## config.mk

```make
export PLATFORM = sky130hd
export DESIGN_NAME = bc1_punch_through_block_encoder
export DESIGN_NICKNAME = d
export VERILOG_FILES = /design/src/rtl/core/bc1pt_pkg.sv /design/src/rtl/core/bc1_punch_through_block_encoder.sv /design/src/rtl/core/bc1pt_texel_mem.sv /design/src/rtl/core/bc1pt_select.sv
export SDC_FILE = /design/constraint.sdc
export NUM_CORES = 2
export LEC_CHECK = 0
export ABC_AREA = 1
export CAP_MARGIN = 5
export CORE_ASPECT_RATIO = 1.4
export CORE_MARGIN = 2
export CORE_UTILIZATION = 35
export DETAILED_ROUTE_END_ITERATION = 7
export DONT_BUFFER_PORTS = 1
export SETUP_SLACK_MARGIN = 0.15
export SLEW_MARGIN = 20
export SYNTH_ARGS = -nofsm -noshare
export SYNTH_HDL_FRONTEND = slang
export SYNTH_SLANG_ARGS = --single-unit
```

## constraint.sdc

```tcl
create_clock -name clk -period 14.5 [get_ports clk]
set_input_delay 2.9 -clock clk [delete_from_list [all_inputs] [get_ports clk]]
set_output_delay 2.9 -clock clk [all_outputs]
set_load 0.005 [all_outputs]
```

## src/rtl/core/bc1pt_pkg.sv

```systemverilog
// shared types and constants of the punch-through block encoder
package bc1pt_pkg;

  localparam int unsigned TEXELS = 16;
  localparam int unsigned IDX_W  = $clog2(TEXELS);
  localparam int unsigned SQ_W   = 16;
  localparam int unsigned ERR_W  = SQ_W + 2;

  localparam logic [7:0]        THRESH_RESET = 8'd128;
  localparam logic [TEXELS-1:0] MASK_ALL     = {TEXELS{1'b1}};
  localparam logic [IDX_W-1:0]  LAST_IDX     = IDX_W'(TEXELS - 1);

  // selector codes
  localparam logic [1:0] SEL_EP0   = 2'd0;
  localparam logic [1:0] SEL_EP1   = 2'd1;
  localparam logic [1:0] SEL_MID   = 2'd2;
  localparam logic [1:0] SEL_CLEAR = 2'd3;

  // channel 0 is red, 1 green, 2 blue
  typedef logic [2:0][7:0] rgb_t;
  typedef logic [2:0][2:0][7:0] pal_t;

  typedef struct packed {
    logic [7:0] red;
    logic [7:0] green;
    logic [7:0] blue;
    logic [7:0] alpha;
  } texel_in_t;

  typedef struct packed {
    logic [15:0] endpoint_first;
    logic [15:0] endpoint_second;
    logic [31:0] selector_bits;
    logic        all_opaque;
  } block_out_t;

  typedef struct packed {
    logic             valid;
    logic [IDX_W-1:0] idx;
  } sweep_t;

endpackage

```

## src/rtl/core/bc1_punch_through_block_encoder.sv

```systemverilog
// top level of the punch-through (3-color, 1-bit alpha) 4x4 block encoder
//
// texels of one 4x4 block arrive in raster order, one transfer per cycle,
// and go into a 16-entry texel memory while the opaque per-channel min
// and max and the transparency mask build up in registers. after the 16th
// texel the endpoint state forms the two RGB565 endpoints, then a sweep
// reads the memory one texel per cycle and matches each against the
// 3-entry palette through a two-stage squared-error unit; the single read
// port of the texel memory sets the sweep length. a fully opaque block
// skips the endpoint state and the sweep and only reports all_opaque. the
// result sits in an output register, so the next block loads while it
// waits for a transfer. the input is stalled in the endpoint, sweep and
// handoff phases; handoff waits while the output register is still full.
module bc1_punch_through_block_encoder
  import bc1pt_pkg::*;
(
  input  logic       clk,
  input  logic       rst_n,
  // texel input
  input  logic       in_valid,
  output logic       in_stall,
  input  texel_in_t  in_data,
  // block result
  output logic       out_valid,
  input  logic       out_stall,
  output block_out_t out_data,
  // threshold register
  input  logic       cfg_wr_en,
  input  logic [7:0] cfg_wr_data
);

  typedef enum logic [1:0] {
    S_LOAD,
    S_ENDP,
    S_SWEEP,
    S_DONE
  } state_t;

  state_t            state_r;
  logic [7:0]        thresh_r;
  logic [IDX_W-1:0]  cnt_r;        // texel position during load
  logic [IDX_W:0]    rd_cnt_r;     // read address during sweep, msb = all issued
  logic [TEXELS-1:0] mask_r;       // set bit = transparent texel
  rgb_t              min_r;
  rgb_t              max_r;
  logic [15:0]       ep0_r;
  logic [15:0]       ep1_r;
  logic [31:0]       sel_r;
  logic              opaque_r;
  sweep_t            rd_sw_r;      // tags the memory read data
  logic              out_valid_r;
  block_out_t        out_data_r;

  logic              in_xfer;
  logic              texel_clear;
  logic [TEXELS-1:0] mask_nxt;
  rgb_t              texel_rgb;
  rgb_t              lo;
  rgb_t              hi;
  logic [15:0]       c_lo;
  logic [15:0]       c_hi;
  pal_t              pal;
  logic              rd_en;
  rgb_t              rd_data;
  sweep_t            sw_out;
  logic [1:0]        sel_code;
  logic              out_load;     // finished block moves into the output register

  function automatic logic [15:0] pack565(input rgb_t c);
    return {c[0][7:3], c[1][7:2], c[2][7:3]};
  endfunction

  function automatic rgb_t expand565(input logic [15:0] c);
    rgb_t e;
    e[0] = {c[15:11], c[15:13]};
    e[1] = {c[10:5], c[10:9]};
    e[2] = {c[4:0], c[4:2]};
    return e;
  endfunction

  // texels are taken only in the load phase
  assign in_stall    = (state_r != S_LOAD);
  assign in_xfer     = in_valid && !in_stall;
  assign texel_clear = (in_data.alpha < thresh_r);
  assign texel_rgb   = {in_data.blue, in_data.green, in_data.red};
  assign mask_nxt    = mask_r | (TEXELS'(texel_clear) << cnt_r);

  // output register is free or being emptied this cycle
  assign out_load    = (state_r == S_DONE) && (!out_valid_r || !out_stall);

  // a fully transparent block uses zero endpoints
  always_comb begin
    lo   = (mask_r == MASK_ALL) ? '0 : min_r;
    hi   = (mask_r == MASK_ALL) ? '0 : max_r;
    c_lo = pack565(lo);
    c_hi = pack565(hi);
  end

  // palette: two expanded endpoints and their floored midpoint
  always_comb begin
    pal[0] = expand565(ep0_r);
    pal[1] = expand565(ep1_r);
    for (int c = 0; c < 3; c++) begin
      pal[2][c] = 8'((9'(pal[0][c]) + 9'(pal[1][c])) >> 1);
    end
  end

  assign rd_en = (state_r == S_SWEEP) && !rd_cnt_r[IDX_W];

  bc1pt_texel_mem u_mem (
    .clk     (clk),
    .wr_en   (in_xfer),
    .wr_addr (cnt_r),
    .wr_data (texel_rgb),
    .rd_en   (rd_en),
    .rd_addr (rd_cnt_r[IDX_W-1:0]),
    .rd_data (rd_data)
  );

  bc1pt_select u_sel (
    .clk      (clk),
    .rst_n    (rst_n),
    .sw_in    (rd_sw_r),
    .texel    (rd_data),
    .pal      (pal),
    .sw_out   (sw_out),
    .sel_code (sel_code)
  );

  always_ff @(posedge clk) begin
    if (!rst_n) begin
      state_r       <= S_LOAD;
      thresh_r      <= THRESH_RESET;
      cnt_r         <= '0;
      rd_cnt_r      <= '0;
      mask_r        <= '0;
      min_r         <= '1;
      max_r         <= '0;
      opaque_r      <= 1'b0;
      rd_sw_r.valid <= 1'b0;
      out_valid_r   <= 1'b0;
    end else begin
      if (cfg_wr_en) begin
        thresh_r <= cfg_wr_data;
      end

      // read data tag follows the memory latency
      rd_sw_r.valid <= rd_en;
      rd_sw_r.idx   <= rd_cnt_r[IDX_W-1:0];

      if (out_load) begin
        out_valid_r <= 1'b1;
      end else if (out_valid_r && !out_stall) begin
        out_valid_r <= 1'b0;
      end

      case (state_r)
        S_LOAD: begin
          if (in_xfer) begin
            cnt_r  <= cnt_r + 1'b1;
            mask_r <= mask_nxt;
            if (!texel_clear) begin
              for (int c = 0; c < 3; c++) begin
                if (texel_rgb[c] < min_r[c]) min_r[c] <= texel_rgb[c];
                if (texel_rgb[c] > max_r[c]) max_r[c] <= texel_rgb[c];
              end
            end
            if (cnt_r == LAST_IDX) begin
              opaque_r <= (mask_nxt == '0);
              state_r  <= (mask_nxt == '0) ? S_DONE : S_ENDP;
            end
          end
        end
        S_ENDP: begin
          // order endpoints so color0 <= color1
          ep0_r    <= (c_lo > c_hi) ? c_hi : c_lo;
          ep1_r    <= (c_lo > c_hi) ? c_lo : c_hi;
          rd_cnt_r <= '0;
          state_r  <= S_SWEEP;
        end
        S_SWEEP: begin
          if (rd_en) begin
            rd_cnt_r <= rd_cnt_r + 1'b1;
          end
          if (sw_out.valid) begin
            sel_r[{sw_out.idx, 1'b0} +: 2] <= mask_r[sw_out.idx] ? SEL_CLEAR : sel_code;
            if (sw_out.idx == LAST_IDX) begin
              state_r <= S_DONE;
            end
          end
        end
        S_DONE: begin
          // hand over once the output register is free, then reload block state
          if (out_load) begin
            out_data_r.all_opaque      <= opaque_r;
            out_data_r.endpoint_first  <= opaque_r ? '0 : ep0_r;
            out_data_r.endpoint_second <= opaque_r ? '0 : ep1_r;
            out_data_r.selector_bits   <= opaque_r ? '0 : sel_r;
            mask_r                     <= '0;
            min_r                      <= '1;
            max_r                      <= '0;
            state_r                    <= S_LOAD;
          end
        end
        default: begin
          state_r <= S_LOAD;
        end
      endcase
    end
  end

  assign out_valid = out_valid_r;
  assign out_data  = out_data_r;

`ifndef ASSERT_OFF
  // memory reads and writes never overlap, so no forwarding is needed
  a_no_rw_overlap: assert property (@(posedge clk) disable iff (!rst_n)
    !(in_xfer && rd_en))
    else $error("texel memory read during load");

  // the match pipeline only delivers during the sweep
  a_sel_in_sweep: assert property (@(posedge clk) disable iff (!rst_n)
    sw_out.valid |-> (state_r == S_SWEEP))
    else $error("selector result outside sweep");

  // a sweep always starts at texel zero
  a_sweep_start: assert property (@(posedge clk) disable iff (!rst_n)
    (state_r == S_ENDP) |=> (rd_cnt_r == '0) && (cnt_r == '0))
    else $error("sweep does not start at texel zero");

  // endpoints come out ordered
  a_ep_order: assert property (@(posedge clk) disable iff (!rst_n)
    (out_valid_r && !out_data_r.all_opaque) |->
      (out_data_r.endpoint_first <= out_data_r.endpoint_second))
    else $error("endpoints out of order");

  // an opaque block carries zero fields
  a_opaque_zero: assert property (@(posedge clk) disable iff (!rst_n)
    (out_valid_r && out_data_r.all_opaque) |->
      (out_data_r.selector_bits == '0) && (out_data_r.endpoint_first == '0) &&
      (out_data_r.endpoint_second == '0))
    else $error("opaque block with nonzero fields");
`endif

endmodule

```

## src/rtl/core/bc1pt_texel_mem.sv

```systemverilog
// texel store: 16 x 24 bit synchronous memory, one write and one registered read port
module bc1pt_texel_mem
  import bc1pt_pkg::*;
(
  input  logic             clk,
  input  logic             wr_en,
  input  logic [IDX_W-1:0] wr_addr,
  input  rgb_t             wr_data,
  input  logic             rd_en,
  input  logic [IDX_W-1:0] rd_addr,
  output rgb_t             rd_data
);

  rgb_t mem_r [TEXELS];
  rgb_t rd_data_r;

  always_ff @(posedge clk) begin
    if (wr_en) begin
      mem_r[wr_addr] <= wr_data;
    end
    if (rd_en) begin
      rd_data_r <= mem_r[rd_addr];
    end
  end

  assign rd_data = rd_data_r;

endmodule

```

## src/rtl/core/bc1pt_select.sv

```systemverilog
// per-texel palette match: registered squared differences, then sum and least-error pick
module bc1pt_select
  import bc1pt_pkg::*;
(
  input  logic   clk,
  input  logic   rst_n,
  input  sweep_t sw_in,
  input  rgb_t   texel,
  input  pal_t   pal,
  output sweep_t sw_out,
  output logic [1:0] sel_code
);

  logic [2:0][2:0][SQ_W-1:0] sq_r;
  sweep_t                    sw_r;
  logic [2:0][2:0][SQ_W-1:0] sq;
  logic [2:0][ERR_W-1:0]     err;

  function automatic logic [SQ_W-1:0] sq_diff(input logic [7:0] a, input logic [7:0] b);
    logic [7:0] d;
    d = (a >= b) ? (a - b) : (b - a);
    return SQ_W'(d) * SQ_W'(d);
  endfunction

  always_comb begin
    for (int p = 0; p < 3; p++) begin
      for (int c = 0; c < 3; c++) begin
        sq[p][c] = sq_diff(texel[c], pal[p][c]);
      end
    end
  end

  always_ff @(posedge clk) begin
    if (!rst_n) begin
      sw_r.valid <= 1'b0;
    end else begin
      sw_r.valid <= sw_in.valid;
    end
    sw_r.idx <= sw_in.idx;
    sq_r     <= sq;
  end

  always_comb begin
    for (int p = 0; p < 3; p++) begin
      err[p] = ERR_W'(sq_r[p][0]) + ERR_W'(sq_r[p][1]) + ERR_W'(sq_r[p][2]);
    end
  end

  // strict compare keeps ties on the lower entry
  always_comb begin
    logic [ERR_W-1:0] best;
    best     = err[0];
    sel_code = SEL_EP0;
    if (err[1] < best) begin
      best     = err[1];
      sel_code = SEL_EP1;
    end
    if (err[2] < best) begin
      sel_code = SEL_MID;
    end
  end

  assign sw_out = sw_r;

endmodule

```

==> impl_results.md <==
* FF-to-FF End: sel_r[18]
* Non-Filler Instances at 7959
* Xor/xnor share of the synthesized area at 5.242%
* Worst reg-to-reg path cell count at 39
* CTS Buf Count at 81
* Placed Cells at 7812
* RSZ-0062 raised after global routing: false
* Area share of fa/ha/maj cells after synthesis at 23.85%
* Reg clk slew, reported paths at 0.06 ns
* Hold buffer count at CTS at 0
* Placed Area at 0.05703 sq mm
* Clock Skews at 0.02687 ns
* Critical path's slowest cell: nand2_1
* # DRC at 0
* Initial Utilization at 35.29%
* Area delta synth->final at 9.231%
* Crit path launch: u_sel.sq_r[2]
* Slowest stage delay, CP at 0.63 ns
* GRT overflow at 0
* Hold violation count in the final report at 0
* Slew HR at 31.89%
* R2R Path Start: u_sel.sq_r[2]
* Antenna violations before repair at 1
* Ratio of cells with drive above 1 in the final layout at 5.117%
* First-pass GRT wire length at 221700 um
* Multi-input logic area at 0.03002 sq mm
* CP max FO at 33
* Clk Latency, worst-skew pair at 0.69 ns
* ANT nets after route at 0
* Die height at 471.9 um
* Drt total wl at 140100 um
* Wirelength per Cell at 17.60 um
* DPL Wire Length at 106700 um
* Reg area at 0.02078 sq mm
* Synth Area in Simple Gates at 12.41%
* R2R setup slack at 6.69 ns
* Net Count, Synth at 6794
* Htree depth at 3
* Post-cts resize count at 0
* IO Port Bufs at 0
* Leakage at 26.35 nW
* Compound-Gate Fraction of Synth Area at 11.80%
* Post CTS Setup Buffer Count at 0
* Routability Congestion at 0.8846
* Async S/R FF share, synth at 0%
* Min-Delay Path Class: register to register
* Status: completed
* Worst IR Drop VDD at 0.07966 mV
* Vias in the first global route at 40.70k
* Max Root-Sink Buffers at 3
* Tmin final at 7.811 ns
* Largest family of logic cells by synthesized area: adder cells
* Die Wd at 338.2 um
* Worst Tran Pin Value at 1.022 ns
* Sequential area share after synthesis at 37.95%
* Yosys reg bits at 767
* Yosys synthesis warning count at 0
* Pins over their slew limit at 0
* Mapped Cells at 5857
* Mean Syn Cell Area at 9.345 sq um
* Mux cell area share after synthesis at 1.445%
* 1st-pass router iterations at 5
* Final setup violating endpoints at 0
* Fin crit share at 53.87%
* Maximum number of pins on one net before global-route repair at 174
* Clock root buffer: clkbuf_16
* Core Rows at 171
* CTS tree: built
* Power per Cell Area at 92.75 mW/mm^2
* Die area at 0.1596 sq mm
* Crit end category: register
* Worst EP arrival at 8.33 ns
* I/O pin cnt at 112
* Core Region at 0.1551 sq mm
* Initial drt markers at 2298
* Mapped Area at 0.05473 sq mm
* Clk sink count at 767
* EDFF count, synth at 541
* Max Cap Viol at 0
* Drt via density at 5.010
* Most frequent cell on the critical path: nand2_1
* Max frequency at 0.1280 GHz
* CP Data Required Time at 15.02 ns
* Final #Nets at 6756
* Kind of critical path: register to register
* Setup TNS at 0 ns
* Detailed-route via count at 39.87k
* Worst setup path end: sel_r[18]
* Finished Cell Area at 0.05979 sq mm
* CP startpoint kind: register
* Top FF cell, synth: edfxtp_1
* # fillers at 15.27k
* Post-synth cell types at 64
* GRT Overall Usage at 17.43%
## stage by stage
stage / power, mW / worst slack [ns] / utilization [%] / hold slack (ns)
6_report: 5.545 / 6.689 / 38.54 / 0.3512
5_1_grt: 5.824 / 5.980 / 38.54 / 0.3559
4_1_cts: 5.608 / 6.594 / 38.54 / 0.3489
3_5_place_dp: 3.432 / 6.605 / 36.76 / 0.3344
3_3_place_gp: 3.415 / 6.638 / 36.76 / 0.3275
2_1_floorplan: 3.169 / 6.001 / - / 0.3233
## layer usage
metal	global-route usage, %	vias up	wire (um)
met2	31.81	762	71200
li1	-	19558	-
met5	0	-	0
met1	20.80	19350	58350
met3	2.200	201	5640
met4	6.450	0	4881
## cell usage after synthesis, types with 9 or more instances
library cell | instances | area, sq um
ha_1 | 640 | 8008
a31oi_1 | 14 | 87.58
a221oi_1 | 13 | 113.9
a211oi_1 | 17 | 127.6
a21oi_1 | 400 | 2002
xor2_1 | 202 | 1769
xnor2_2 | 9 | 146.4
or2_2 | 9 | 56.30
nand2_1 | 726 | 2725
fa_1 | 252 | 5045
nor3_1 | 35 | 175.2
edfxtp_1 | 541 | 16250
clkbuf_1 | 105 | 394.1
o21ai_1 | 19 | 95.09
nand2_2 | 18 | 112.6
inv_2 | 37 | 138.9
mux2i_1 | 79 | 790.8
nor4_1 | 11 | 68.82
o31ai_1 | 9 | 67.56
nand3_2 | 10 | 100.1
nand3_1 | 121 | 605.6
inv_1 | 861 | 3232
nor2_2 | 10 | 62.56
nand4_1 | 31 | 193.9
a21o_1 | 12 | 90.09
o32ai_1 | 20 | 175.2
dfxtp_1 | 226 | 4524
o211ai_1 | 72 | 540.5
buf_2 | 34 | 170.2
o21bai_1 | 24 | 180.2
a21boi_0 | 10 | 75.07
o221ai_1 | 95 | 832.1
xnor2_1 | 92 | 805.8
o21ai_0 | 332 | 1662
nor2_1 | 693 | 2601
buf_1 | 12 | 45.04
## worst min path at each step
stage,from,end,slack (ns),cells past startpoint
floorplan,rd_sw_r[0],u_sel.sw_out[0],0.32,0
global placement,rd_sw_r[0],u_sel.sw_out[0],0.33,0
detailed placement,rd_sw_r[2],u_sel.sw_out[2],0.33,0
CTS,rd_sw_r[3],u_sel.sw_out[3],0.35,0
global route,rd_sw_r[2],u_sel.sw_out[2],0.36,0
finish,rd_sw_r[0],u_sel.sw_out[0],0.35,0
## sequential cells by signal, indices dropped and copies added (netlist names), 8 cells and up
name	count
ep0_r	16
out_data	65
sel_r	32
max_r	24
mask_r	16
thresh_r	8
u_mem.rd_data	24
u_mem.mem_r	384
min_r	24
u_sel.sq_r	135
ep1_r	16
## cells by family (layout without fill, tap and decap cells)
logic type,count (synthesis),in the layout
AOI/OAI and AO/OA,1081,1081
xor gates and xnor gates,310,310
adders and majority gates,892,892
buffers and inverters,1053,1078
DFF,767,767
muxes,79,79
other,0,1
and+or+nand+nor,1675,1675
## power by group
group / switching (mW) / total (mW) / internal, mW
registers: 0.0213 / 2.42 / 2.40
logic: 0.617 / 0.961 / 0.344
clock network: 0.908 / 2.16 / 1.25
## cell type report
cell class	instances	area share, %
Clock buffer	104	3.708
Sequential cell	767	34.76
Antenna cell	1	0.004186
Tap cell	2076	4.345
Inverter	901	5.663
Clock inverter	42	0.8999
Multi-Input combinational cell	4037	50.21
Timing Repair Buffer	31	0.4102
## cell usage in the layout (no fill, tap or decap), types with 72 or more instances in the layout
cell type | synthesis | routed
mux2i_1 | 79 | 79
edfxtp_1 | 541 | 541
fa_1 | 252 | 252
o211ai_1 | 72 | 72
o21ai_0 | 332 | 332
inv_1 | 861 | 860
dfxtp_1 | 226 | 222
clkbuf_16 | 0 | 84
ha_1 | 640 | 640
o221ai_1 | 95 | 95
xor2_1 | 202 | 202
nor2_1 | 693 | 676
nand2_1 | 726 | 726
a21oi_1 | 400 | 400
nand3_1 | 121 | 121
xnor2_1 | 92 | 92
## critical path: cells and delay by family, from the launching register on
kind            cells  cell delay (ns)
flops               1             0.31
buf+inv             5             0.52
simple gates       21             3.71
fa+ha+maj           5             1.38
compound gates      6             1.22
xor+xnor            2             0.50
(Power assumes the default switching activity.)
